**config.mk**
```make
export PLATFORM = sky130hd
export DESIGN_NAME = psd_thumbnail_extractor_unit_flat
export DESIGN_NICKNAME = d
export VERILOG_FILES = /design/src/design/psdte_pkg.sv /design/src/design/psdte_chan_if.sv /design/src/design/psd_thumbnail_extractor_unit.sv /design/src/design/psdte_input_stage.sv /design/src/design/psdte_parser.sv /design/src/flat_wrapper.sv
export SDC_FILE = /design/constraint.sdc
export NUM_CORES = 1
export LEC_CHECK = 0
export BUFFER_PORTS_ARGS = -buffer_cell sky130_fd_sc_hd__buf_2
export CORE_MARGIN = 2
export CORE_UTILIZATION = 45
export DETAILED_ROUTE_END_ITERATION = 10
export MAX_ROUTING_LAYER = met4
export SLEW_MARGIN = 25
export SYNTH_ARGS = -nofsm -noshare
export SYNTH_HDL_FRONTEND = slang
export SYNTH_SLANG_ARGS = --single-unit
```
**constraint.sdc**
```tcl
create_clock -name clock -period 4.45 [get_ports clock]
set_clock_uncertainty 0.05 [all_clocks]
set_input_delay 0.89 -clock clock [delete_from_list [all_inputs] [get_ports clock]]
set_output_delay 0.89 -clock clock [all_outputs]
set_load 0.05 [all_outputs]
```
**src/design/psdte_pkg.sv**
```systemverilog
// ----------------------------------------------------------------------------
// psdte_pkg
// Types and constants shared by the thumbnail extractor files.
// ----------------------------------------------------------------------------
package psdte_pkg;

   localparam int unsigned MAX_W = 21;

   localparam logic [31:0]      SIG_FILE  = 32'h3842_5053;  // "8BPS"
   localparam logic [31:0]      SIG_RES   = 32'h3842_494D;  // "8BIM"
   localparam logic [15:0]      ID_THUMB_A = 16'h0409;
   localparam logic [15:0]      ID_THUMB_B = 16'h040C;
   localparam logic [MAX_W-1:0] MAX_RESET  = 21'd1000000;

   typedef enum logic [3:0] {
      PH_HDR     = 4'd0,
      PH_LEN1    = 4'd1,
      PH_SKIP1   = 4'd2,
      PH_LEN2    = 4'd3,
      PH_RSIG    = 4'd4,
      PH_NAME    = 4'd5,
      PH_PAD     = 4'd6,
      PH_RLEN    = 4'd7,
      PH_RSKIP   = 4'd8,
      PH_THDR    = 4'd9,
      PH_PAYLOAD = 4'd10
   } phase_type;

   typedef enum logic [2:0] {
      ST_RUNNING   = 3'd0,
      ST_COMPLETE  = 3'd1,
      ST_NOT_FOUND = 3'd2,
      ST_TOO_LARGE = 3'd3,
      ST_TRUNCATED = 3'd4
   } status_type;

   typedef struct packed {
      logic [7:0] in_byte;
      logic       end_of_stream;
   } req_payload_type;

   typedef struct packed {
      logic [7:0] out_byte;
      logic       payload_valid;
      logic [2:0] status;
      logic       last;
   } rsp_payload_type;

   typedef logic [MAX_W-1:0] csr_payload_type;

   // handshake between input register and parser
   typedef struct packed {
      logic            valid;
      req_payload_type item;
   } stage_type;

endpackage

```
**src/design/psdte_chan_if.sv**
```systemverilog
// ----------------------------------------------------------------------------
// psdte_chan_if
// Valid/ready channel carrying one payload per transaction.
// ----------------------------------------------------------------------------
interface psdte_chan_if #(
   parameter type payload_type = logic
);
   logic        valid;
   logic        ready;
   payload_type data;

   modport source (output valid, output data, input ready);
   modport sink   (input valid, input data, output ready);
endinterface

```
**src/design/psd_thumbnail_extractor_unit.sv**
```systemverilog
// ----------------------------------------------------------------------------
// psd_thumbnail_extractor_unit
// Walks a layered-image container byte by byte and streams out the embedded
// thumbnail payload, closing with a status on the last result.
// ----------------------------------------------------------------------------
//  channel  direction  payload                                    role
//  req      in         in_byte, end_of_stream                     file bytes
//  rsp      out        out_byte, payload_valid, status, last      results
//  csr      in         max_thumbnail_bytes (21 bits)              size limit
//
//  one byte transaction per cycle sustained while rsp does not stall; a req byte
//  goes through the input register, then parser and result register, to rsp
//  synchronous active-high reset clears the parser and loads the limit 1000000
//  an rsp stall holds the result register; req keeps flowing while the
//  input register is empty or the result register is empty or drains in the
//  same cycle
//  csr writes are always taken
// ----------------------------------------------------------------------------
module psd_thumbnail_extractor_unit
   import psdte_pkg::*;
(
   input  logic         clock,
   input  logic         reset,
   psdte_chan_if.sink   req,
   psdte_chan_if.sink   csr,
   psdte_chan_if.source rsp
);

   stage_type stage;
   logic      take;

   psdte_input_stage u_input_stage (
      .clock (clock),
      .reset (reset),
      .req   (req),
      .take  (take),
      .stage (stage)
   );

   psdte_parser u_parser (
      .clock (clock),
      .reset (reset),
      .stage (stage),
      .take  (take),
      .csr   (csr),
      .rsp   (rsp)
   );

endmodule

```
**src/design/psdte_input_stage.sv**
```systemverilog
// ----------------------------------------------------------------------------
// psdte_input_stage
// Input register: holds one byte transaction until the parser takes it.
// ----------------------------------------------------------------------------
module psdte_input_stage
   import psdte_pkg::*;
(
   input  logic      clock,
   input  logic      reset,
   psdte_chan_if.sink req,
   input  logic      take,
   output stage_type stage
);

   logic            valid_ff;
   logic            valid_in;
   req_payload_type item_ff;
   logic            accept;

   assign req.ready = !valid_ff || take;
   assign accept    = req.valid && req.ready;

   always_comb begin
      if (accept) begin
         valid_in = 1'b1;
      end else if (take) begin
         valid_in = 1'b0;
      end else begin
         valid_in = valid_ff;
      end
   end

   always_ff @(posedge clock) begin
      if (reset) begin
         valid_ff <= 1'b0;
      end else begin
         valid_ff <= valid_in;
      end
   end

   always_ff @(posedge clock) begin
      if (accept) begin
         item_ff <= req.data;
      end
   end

   assign stage.valid = valid_ff;
   assign stage.item  = item_ff;

endmodule

```
**src/design/psdte_parser.sv**
```systemverilog
// ----------------------------------------------------------------------------
// psdte_parser
// Container walk state machine, size limit register and result register.
// ----------------------------------------------------------------------------
module psdte_parser
   import psdte_pkg::*;
(
   input  logic        clock,
   input  logic        reset,
   input  stage_type   stage,
   output logic        take,
   psdte_chan_if.sink  csr,
   psdte_chan_if.source rsp
);

   phase_type       phase_ff, phase_in;
   logic [31:0]     count_ff, count_in;
   logic [31:0]     length_ff, length_in;
   logic [31:0]     sig_ff, sig_in;
   logic [15:0]     res_id_ff, res_id_in;
   logic            name_odd_ff, name_odd_in;
   logic [MAX_W-1:0] remaining_ff, remaining_in;
   logic            finished_ff, finished_in;
   logic [MAX_W-1:0] max_ff;

   logic            rsp_valid_ff, rsp_valid_in;
   rsp_payload_type rsp_data_ff, rsp_data_in;

   logic            step;
   logic            hit;
   logic            bad;
   logic [7:0]      b;
   logic            eos;

   assign take      = !rsp_valid_ff || rsp.ready;
   assign step      = stage.valid && take;
   assign b         = stage.item.in_byte;
   assign eos       = stage.item.end_of_stream;
   assign csr.ready = 1'b1;

   always_comb begin
      phase_in     = phase_ff;
      count_in     = count_ff;
      length_in    = length_ff;
      sig_in       = sig_ff;
      res_id_in    = res_id_ff;
      name_odd_in  = name_odd_ff;
      remaining_in = remaining_ff;
      finished_in  = finished_ff;
      hit          = 1'b0;
      bad          = 1'b0;
      rsp_data_in  = '0;

      if (step && finished_ff) begin
         if (eos) begin
            finished_in = 1'b0;
         end
      end else if (step) begin
         unique case (phase_ff)
            PH_HDR, PH_RSIG: begin
               if (count_ff[31:2] == 30'd0) begin
                  sig_in = {sig_ff[23:0], b};
                  if (count_ff[1:0] == 2'd3 &&
                      sig_in != ((phase_ff == PH_HDR) ? SIG_FILE : SIG_RES)) begin
                     bad = 1'b1;
                  end
               end else if (phase_ff == PH_RSIG) begin
                  res_id_in = {res_id_ff[7:0], b};
               end
               if (bad) begin
                  finished_in        = 1'b1;
                  hit                = 1'b1;
                  rsp_data_in.status = ST_NOT_FOUND;
                  rsp_data_in.last   = 1'b1;
               end else begin
                  count_in = count_ff + 32'd1;
                  if (phase_ff == PH_HDR && count_in == 32'd26) begin
                     phase_in = PH_LEN1;
                     count_in = '0;
                  end else if (phase_ff == PH_RSIG && count_in == 32'd6) begin
                     phase_in    = PH_NAME;
                     name_odd_in = 1'b0;
                     count_in    = '0;
                  end
               end
            end
            PH_LEN1: begin
               length_in = {length_ff[23:0], b};
               count_in  = count_ff + 32'd1;
               if (count_in == 32'd4) begin
                  count_in = length_in;
                  phase_in = (length_in == 32'd0) ? PH_LEN2 : PH_SKIP1;
               end
            end
            PH_SKIP1, PH_RSKIP: begin
               count_in = count_ff - 32'd1;
               if (count_in == 32'd0) begin
                  phase_in = (phase_ff == PH_SKIP1) ? PH_LEN2 : PH_RSIG;
               end
            end
            PH_LEN2: begin
               count_in = count_ff + 32'd1;
               if (count_in == 32'd4) begin
                  phase_in = PH_RSIG;
                  count_in = '0;
               end
            end
            PH_NAME: begin
               if (b == 8'd0) begin
                  phase_in = name_odd_ff ? PH_RLEN : PH_PAD;
               end else begin
                  name_odd_in = !name_odd_ff;
               end
            end
            PH_PAD: begin
               phase_in = PH_RLEN;
            end
            PH_RLEN: begin
               length_in = {length_ff[23:0], b};
               count_in  = count_ff + 32'd1;
               if (count_in == 32'd4) begin
                  count_in = '0;
                  if (res_id_ff == ID_THUMB_A || res_id_ff == ID_THUMB_B) begin
                     phase_in = PH_THDR;
                  end else begin
                     // body length rounds up to even, all ones wraps to zero
                     count_in = length_in + {31'd0, length_in[0]};
                     phase_in = (count_in == 32'd0) ? PH_RSIG : PH_RSKIP;
                  end
               end
            end
            PH_THDR: begin
               if (count_ff < 32'd4) begin
                  sig_in = {sig_ff[23:0], b};
               end else if (count_ff >= 32'd20 && count_ff < 32'd24) begin
                  length_in = {length_ff[23:0], b};
               end
               count_in = count_ff + 32'd1;
               if (count_in == 32'd28) begin
                  count_in = '0;
                  priority if (sig_in != 32'd1) begin
                     finished_in        = 1'b1;
                     hit                = 1'b1;
                     rsp_data_in.status = ST_NOT_FOUND;
                     rsp_data_in.last   = 1'b1;
                  end else if (length_in >= {{(32-MAX_W){1'b0}}, max_ff}) begin
                     finished_in        = 1'b1;
                     hit                = 1'b1;
                     rsp_data_in.status = ST_TOO_LARGE;
                     rsp_data_in.last   = 1'b1;
                  end else if (length_in == 32'd0) begin
                     finished_in        = 1'b1;
                     hit                = 1'b1;
                     rsp_data_in.status = ST_COMPLETE;
                     rsp_data_in.last   = 1'b1;
                  end else begin
                     remaining_in = length_in[MAX_W-1:0];
                     phase_in     = PH_PAYLOAD;
                  end
               end
            end
            PH_PAYLOAD: begin
               hit                       = 1'b1;
               rsp_data_in.out_byte      = b;
               rsp_data_in.payload_valid = 1'b1;
               remaining_in              = remaining_ff - {{(MAX_W-1){1'b0}}, 1'b1};
               if (remaining_in == '0) begin
                  finished_in        = 1'b1;
                  rsp_data_in.status = ST_COMPLETE;
                  rsp_data_in.last   = 1'b1;
               end
            end
            default: begin
               phase_in = PH_HDR;
               count_in = '0;
            end
         endcase

         // stream ended before a final result
         if (eos && !finished_in) begin
            hit         = 1'b1;
            rsp_data_in = '0;
            rsp_data_in.last   = 1'b1;
            rsp_data_in.status = (phase_in == PH_THDR || phase_in == PH_PAYLOAD) ?
                                 ST_TRUNCATED : ST_NOT_FOUND;
         end
         if (eos) begin
            finished_in = 1'b0;
         end
      end

      // rearm for the next file
      if (step && eos) begin
         phase_in     = PH_HDR;
         count_in     = '0;
         length_in    = '0;
         sig_in       = '0;
         res_id_in    = '0;
         name_odd_in  = 1'b0;
         remaining_in = '0;
      end
   end

   always_comb begin
      if (take) begin
         rsp_valid_in = step && hit;
      end else begin
         rsp_valid_in = rsp_valid_ff;
      end
   end

   always_ff @(posedge clock) begin
      if (reset) begin
         phase_ff     <= PH_HDR;
         count_ff     <= '0;
         length_ff    <= '0;
         sig_ff       <= '0;
         res_id_ff    <= '0;
         name_odd_ff  <= 1'b0;
         remaining_ff <= '0;
         finished_ff  <= 1'b0;
         rsp_valid_ff <= 1'b0;
      end else begin
         phase_ff     <= phase_in;
         count_ff     <= count_in;
         length_ff    <= length_in;
         sig_ff       <= sig_in;
         res_id_ff    <= res_id_in;
         name_odd_ff  <= name_odd_in;
         remaining_ff <= remaining_in;
         finished_ff  <= finished_in;
         rsp_valid_ff <= rsp_valid_in;
      end
   end

   always_ff @(posedge clock) begin
      if (reset) begin
         max_ff <= MAX_RESET;
      end else if (csr.valid) begin
         max_ff <= csr.data;
      end
   end

   always_ff @(posedge clock) begin
      if (step && hit) begin
         rsp_data_ff <= rsp_data_in;
      end
   end

   assign rsp.valid = rsp_valid_ff;
   assign rsp.data  = rsp_data_ff;

endmodule
```
**src/flat_wrapper.sv**
```systemverilog
// flat-port wrapper written by rule: the top's interface ports become plain ports
module psd_thumbnail_extractor_unit_flat import psdte_pkg::*;
  (clock, reset, req_valid, req_data, req_ready, csr_valid, csr_data, csr_ready, rsp_valid, rsp_data, rsp_ready);
  psdte_chan_if req_i ();
  psdte_chan_if csr_i ();
  psdte_chan_if rsp_i ();
  input  logic clock;
  input  logic reset;
  input wire logic [$bits(req_i.valid)-1:0] req_valid;
  input wire logic [$bits(req_i.data)-1:0] req_data;
  output wire logic [$bits(req_i.ready)-1:0] req_ready;
  input wire logic [$bits(csr_i.valid)-1:0] csr_valid;
  input wire logic [$bits(csr_i.data)-1:0] csr_data;
  output wire logic [$bits(csr_i.ready)-1:0] csr_ready;
  output wire logic [$bits(rsp_i.valid)-1:0] rsp_valid;
  output wire logic [$bits(rsp_i.data)-1:0] rsp_data;
  input wire logic [$bits(rsp_i.ready)-1:0] rsp_ready;
  assign req_i.valid = req_valid;
  assign req_i.data = req_data;
  assign req_ready = req_i.ready;
  assign csr_i.valid = csr_valid;
  assign csr_i.data = csr_data;
  assign csr_ready = csr_i.ready;
  assign rsp_valid = rsp_i.valid;
  assign rsp_data = rsp_i.data;
  assign rsp_i.ready = rsp_ready;
  psd_thumbnail_extractor_unit u_core (.clock(clock), .reset(reset), .req(req_i), .csr(csr_i), .rsp(rsp_i));
endmodule
```
==> results of run 1 <==
## worst min-delay path, cell delays in order, from the launching register on
cell	delay (ns)
dfxtp_1	0.31
nand2_1	0.05
a21oi_1	0.05
## flip-flops by register name, summed over array words and instances, names as in the netlist, 2 cells and up
signal	flops
u_core.u_parser.count_ff	32
u_core.u_parser.length_ff	32
u_core.u_parser.max_ff	2
u_core.u_parser.phase_ff	4
u_core.u_parser.remaining_ff	21
u_core.u_parser.sig_ff	32
## cell type report
| cell class | count | area share (%) |
|---|---|---|
| clock buffers | 17 | 4.360 |
| clock inverters | 15 | 1.962 |
| inverters | 15 | 0.5770 |
| multi-input cells | 936 | 57.87 |
| flip-flops and latches | 128 | 26.46 |
| well taps | 234 | 3.000 |
| repair buffers | 78 | 5.770 |
## logic make-up after synthesis
group	count (synthesis)	synth area share (%)
xor+xnor	52	5.261
buf+inv	112	5.564
simple gates	538	32.24
compound gates	321	23.92
other cells	1	0.04332
fa+ha+maj	16	2.312
mux	7	0.8238
flops	128	29.83
## per-layer routing
layer  GRT usage, %  up-vias  share of wire [%]
met3          5.332       56                8.7
met2          43.12      402                 43
met1          40.10     4222                 45
li1               -     4334                  -
met5              -        -                  0
met4          9.484        0                2.7
## path summary, 6_finish.rpt
check | startpoint | endpoint | slack, ns | depth (start not counted)
min | u_core.u_parser.length_ff[29] | u_core.u_parser.length_ff[29] | 0.41 | 2
max reg2reg | u_core.u_parser.count_ff[26] | u_core.u_parser.phase_ff[1] | 0.22 | 16
min reg2reg | u_core.u_parser.length_ff[29] | u_core.u_parser.length_ff[29] | 0.41 | 2
max | u_core.u_parser.count_ff[26] | u_core.u_parser.phase_ff[1] | 0.22 | 16
## per-stage QoR
stage	cell area (µm²)	hold slack, ns	setup TNS (ns)	utilization [%]
3_3_place_gp	9097	0.3943	0	48.47
6_report	9758	0.4052	0	51.99
3_5_place_dp	9097	0.3970	0	48.47
2_1_floorplan	8657	0.3811	0	-
4_1_cts	9714	0.4086	0	51.76
5_1_grt	9758	0.4272	-0.02792	51.99
## report_power, final
| part | leakage, nW | switching, W | internal (W) | total (W) |
|---|---|---|---|---|
| combinational | 2.29 | 0.000101 | 0.0000406 | 0.000142 |
| sequential | 1.04 | 0.00000517 | 0.00115 | 0.00116 |
| clock | 0.298 | 0.000632 | 0.000857 | 0.00149 |
## Yosys cell counts, drive strengths merged (6+ instances only)
master  instances  area share [%]
xor2           18             1.8
and2            9            0.65
or2             9            0.65
o211ai          6            0.52
dfxtp         126              29
nor2b           8            0.58
mux2i           6            0.69
a211o           6            0.61
xnor2          34             3.4
or4            16             1.4
nand3          37             2.3
ha             16             2.3
nand4          25             2.1
o21ai          63             3.6
nand2b          9            0.65
and4            6            0.61
nand2         183             7.9
o31ai           6            0.68
nor4           38             3.0
clkbuf         65             2.8
inv            15            0.65
o22ai          10            0.72
nor2           80             3.6
buf            32             2.1
a211oi          8            0.69
nor3           49             3.1
and3           30             2.2
a31oi          21             1.5
a21o            9            0.78
nor3b           6            0.52
a221oi          9            0.91
or3            18             1.4
a21oi         118             6.8
## repair_timing
item,in CTS,in global routing
buffers inserted,0,2
setup endpoints to repair,0,25
resized for setup,0,3
==> reports/results.ini, run 1 <==
[cts]
clk_latency_ns=0.43
htree_levels=4
clkTransAtPathRegs_ns=0.06
clock-sinks=128
cts.path.max_buffers=2
cts_tree=yes
cts_buffers=17
ctsHoldBuffers=0
cts_root_buf=clkbuf_16

[placement]
port_buffers=9
place_ws_ns=0.1415
gp_congestion=0.9616
dp.final_hpwl_mm=20.14
placed_cells=1388

[pwr]
p_leak_nw=3.627
power_density_mw_per_mm2=285.7
total_power_w=0.002788
ir_worst_vdd_v=0.0002296

[synth]
synth-seq-cells=128
synthArstFlopShare_pct=0
ys_seq_area_share_pct=29.83
synthesis.nets=1198
synth_cell_types=93
yosysWarnings=0
syn_area_mm2=0.008657
synthCells=1175
syn_area_per_cell_um2=7.368
synth-main-ff-cell=dfxtp_1
synth_edf_count=2

[timing]
maxSlewHeadroom_pct=28.71
hold_viol=0
min_period_ns=4.230
setup_viol=0
setup_slack_ns=0.2195
slew_violations=0
tightest_slew_ns=1.065
fin_crit_sh_pct=95.07
fmax_mhz=236.4

[grt]
grt_pass1_wl_mm=45.15
grt_pass1_vias=8096
track_usage_pct=29.11
grt_max_degree=83
overflow=0
antenna_found_initial=0

[worst_setup_path]
cp_cell_sequence=nor4_1, nand2_1, or3_4, nand2_1, nand2_1, ha_1, nor4b_1, nand4_1, nor4_2, nand4_1, a211oi_1, o21a_2, and3_4, nand4_4, or3_1, a31oi_1
path_delay_family=simple AND/OR/NAND/NOR gates
cpMostUsedCell=nand2_1
cp_max_fo=10
cp_num_buf_inv=0
cp.arrival_ns=4.52
cp-end-kind=flip-flop
max_stage_delay_ns=0.49
criticalPathCategory=reg2reg
start_kind=flip-flop
required_ns=4.74
cpMaxStageDelayCell=or3_4

[floorplan]
rows=50
dieArea_mm2=0.02036
io_pins=11
die_w_um=142.7
die_y_um=142.7
core_mm2=0.01877
initial_utilization_pct=46.13

[cells_and_area]
multi_input_area_mm2=0.005647
final_common_cell=nand2_1
area_growth_pct=12.72
nets=1199
final.fill_count=1855
stdcell_count=1423
seq_area_mm2=0.002582
n_antenna_cell=0
drive_gt1_share_pct=13.37
final_cell_mix=nand2_1, dfxtp_1, a21oi_1

[drt]
ant_nets=0
drtIter0Drc=1043
vias=9014
drtPass1Iterations=6
drt-total-wl_mm=28.68
viasPerCell=6.335
routedWlPerCell_um=20.16
drc_errors=0

[outcome]
status=finished, final reports clean

[min_path]
hp-class=reg2reg

[job]
cap_violations=0

Note: power is estimated with default switching activity, not from simulation.
==> inputs of run 2 (changes only) <==
- ABC_AREA: default -> 1
- CORE_UTILIZATION: 45 -> 40
==> run 2 against run 1 <==
  * Setup slack worse by 0.013 ns
  * Fmax is 0.32% lower
  * Critical path depth rose by 4
  * Final area is 6.4% higher
  * Combinational power is 34% higher
  * Area after synthesis rose by 10%
  * Clock power about the same
  * Cell count rose by 30%
  * Sequential power barely moved
  * Critical endpoint is now u_core.u_parser.count_ff[15]
==> reports/results.ini, run 2 <==
[cells_and_area]
final_cell_mix=nand2_1, nor2_1, inv_1
nets=1536
drive_gt1_share_pct=8.781
final_common_cell=nand2_1
fin_area_mm2=0.01038
area_growth_pct=8.531
reg.largest.list=u_core.u_parser.count_ff x32, u_core.u_parser.length_ff x32, u_core.u_parser.sig_ff x32
n_antenna_cell=0

[synth]
synthCells=1541
synth_top_area_share_pct=26.38
synth.area.top_cells=dfxtp_1, nand2_1, nor2_1, inv_1, nand3_1
synth.most_common_cell=nand2_1
synth_cell_types=51
synthArstFlopShare_pct=0
synth-main-ff-cell=dfxtp_1
synth-seq-cells=128
synthTopCellsByCount=nand2_1, nor2_1, inv_1
ys_seq_area_share_pct=27.01
yosysTopAreaCell=dfxtp_1
syn_area_mm2=0.009563
synthesis.nets=1564
synth_edf_count=2
syn_area_per_cell_um2=6.206
yosysWarnings=0

[floorplan]
core_mm2=0.02347
initial_utilization_pct=40.74
die_y_um=158.6
dieArea_mm2=0.02516
rows=56
die_w_um=158.6
io_pins=11

[pwr]
p_leak_nw=4.696
power_density_mw_per_mm2=273.7
ir_worst_vdd_v=0.0002186

[cts]
ctsHoldBuffers=0
clock-sinks=128
cts_root_buf=clkbuf_16
cts_tree=yes
htree_levels=4
clk_latency_ns=0.44
cts_resized=0
clkTransAtPathRegs_ns=0.08
postCtsSetupRepairBufs=0
cts_buffers=17
cts.path.max_buffers=2

[grt]
track_usage_pct=25.56
grt_pass1_wl_mm=48.59
antenna_found_initial=0
grt_max_degree=77
grt_pass1_vias=9143
overflow=0

[timing]
maxSlewHeadroom_pct=37.91
fin_crit_sh_pct=95.37
grt_setup_unrepaired=no
hold_viol=0
min_period_ns=4.244
finalSetupTns_ns=0
setup_viol=0
slew_violations=0
fmax_mhz=235.6
tightest_slew_ns=0.9313

[drt]
drtPass1Iterations=8
drtIter0Drc=807
drc_errors=0
routedWlPerCell_um=16.40
vias=9815
viasPerCell=5.320
ant_nets=0
drt-total-wl_mm=30.26

[placement]
dp.final_hpwl_mm=22.40
gp_congestion=1.048
placed_area_mm2=0.009768
port_buffers=9

[worst_setup_path]
required_ns=4.68
cp.arrival_ns=4.47
cp_max_fo=44
start_kind=flip-flop
criticalPathCategory=reg2reg
cp-end-kind=flip-flop

[min_path]
hp-class=reg2reg

[outcome]
status=finished, final reports clean

[job]
cap_violations=0

## run 2: changes by cell type after synthesis, sizes merged, moves of 33 or more
cell,change
nand2,+210
inv,+155
nor2,+123
nand3,+82
o21ai,+48
a21oi,-36
xor2,+33
## run 2: final timing paths
kind,end,slack [ns],start,cells past startpoint
hold reg to reg,u_core.u_parser.sig_ff[30],0.41,u_core.u_parser.sig_ff[30],2
hold / removal,u_core.u_parser.sig_ff[30],0.41,u_core.u_parser.sig_ff[30],2
setup / recovery,u_core.u_parser.count_ff[15],0.21,u_core.u_parser.count_ff[0],20
setup reg to reg,u_core.u_parser.count_ff[15],0.21,u_core.u_parser.count_ff[0],20
## run 2: where the power goes
part | total [W] | internal [W] | switching (W)
combinational | 0.000190 | 0.0000528 | 0.000137
clock | 0.00148 | 0.000833 | 0.000646
sequential | 0.00117 | 0.00116 | 0.00000950
total | 0.00284 | 0.00205 | 0.000793
## run 2: logic make-up after synthesis
group,synth area share (%)
AND/OR/NAND/NOR,38.15
AO/OA/AOI/OAI,16.76
buffers and inverters,10.91
flip-flops,27.01
XOR/XNOR,4.933
adder cells (fa/ha/maj),2.093
other,0.03921
multiplexers,0.1047
## run 2: through the flow
stage / setup WS (ns) / cells / utilization (%) / power, W / hold slack (ns)
2_1_floorplan: 1.337 / 1541 / - / 0.001333 / 0.3806
3_3_place_gp: 0.3049 / 1813 / 41.62 / 0.001388 / 0.3996
3_5_place_dp: 0.4065 / 1813 / 41.62 / 0.001387 / 0.4037
4_1_cts: 0.3684 / 1845 / 44.22 / 0.002858 / 0.4187
5_1_grt: 0.003686 / 1845 / 44.22 / 0.002937 / 0.4328
6_report: 0.2061 / 1845 / 44.22 / 0.002841 / 0.4140
## run 2: per-layer routing
metal | global-route usage, % | routed length [µm] | vias up
met5 | - | 0 | -
met4 | 9.996 | 1064 | 0
met3 | 3.783 | 1844 | 64
met2 | 39.31 | 13310 | 328
met1 | 33.83 | 14050 | 4444
li1 | - | - | 4979
## run 2: critical path: stages, from the launching register on
cell     delay, ns
dfxtp_1       0.52
ha_1          0.40
nand2_1       0.18
nor2_4        0.23
nand3_4       0.14
nor2_4        0.20
nand3_2       0.14
nor2_4        0.13
xor2_2        0.25
nand2_1       0.12
nor2_2        0.15
nand2_1       0.10
nor2_4        0.18
nand2_4       0.25
inv_2         0.19
nor3_2        0.05
buf_4         0.23
o21ai_0       0.30
nand3_1       0.13
nand2_1       0.09
a21oi_1       0.06
## run 2: final cells by class
class | instances | area [µm²]
clock inverters | 14 | 160.2
repair buffers | 28 | 187.7
inverters | 174 | 654.4
flip-flops and latches | 128 | 2582
multi-input cells | 1164 | 5944
well taps | 319 | 399.1
fillers | 2555 | 13090
clock buffers | 18 | 450.4
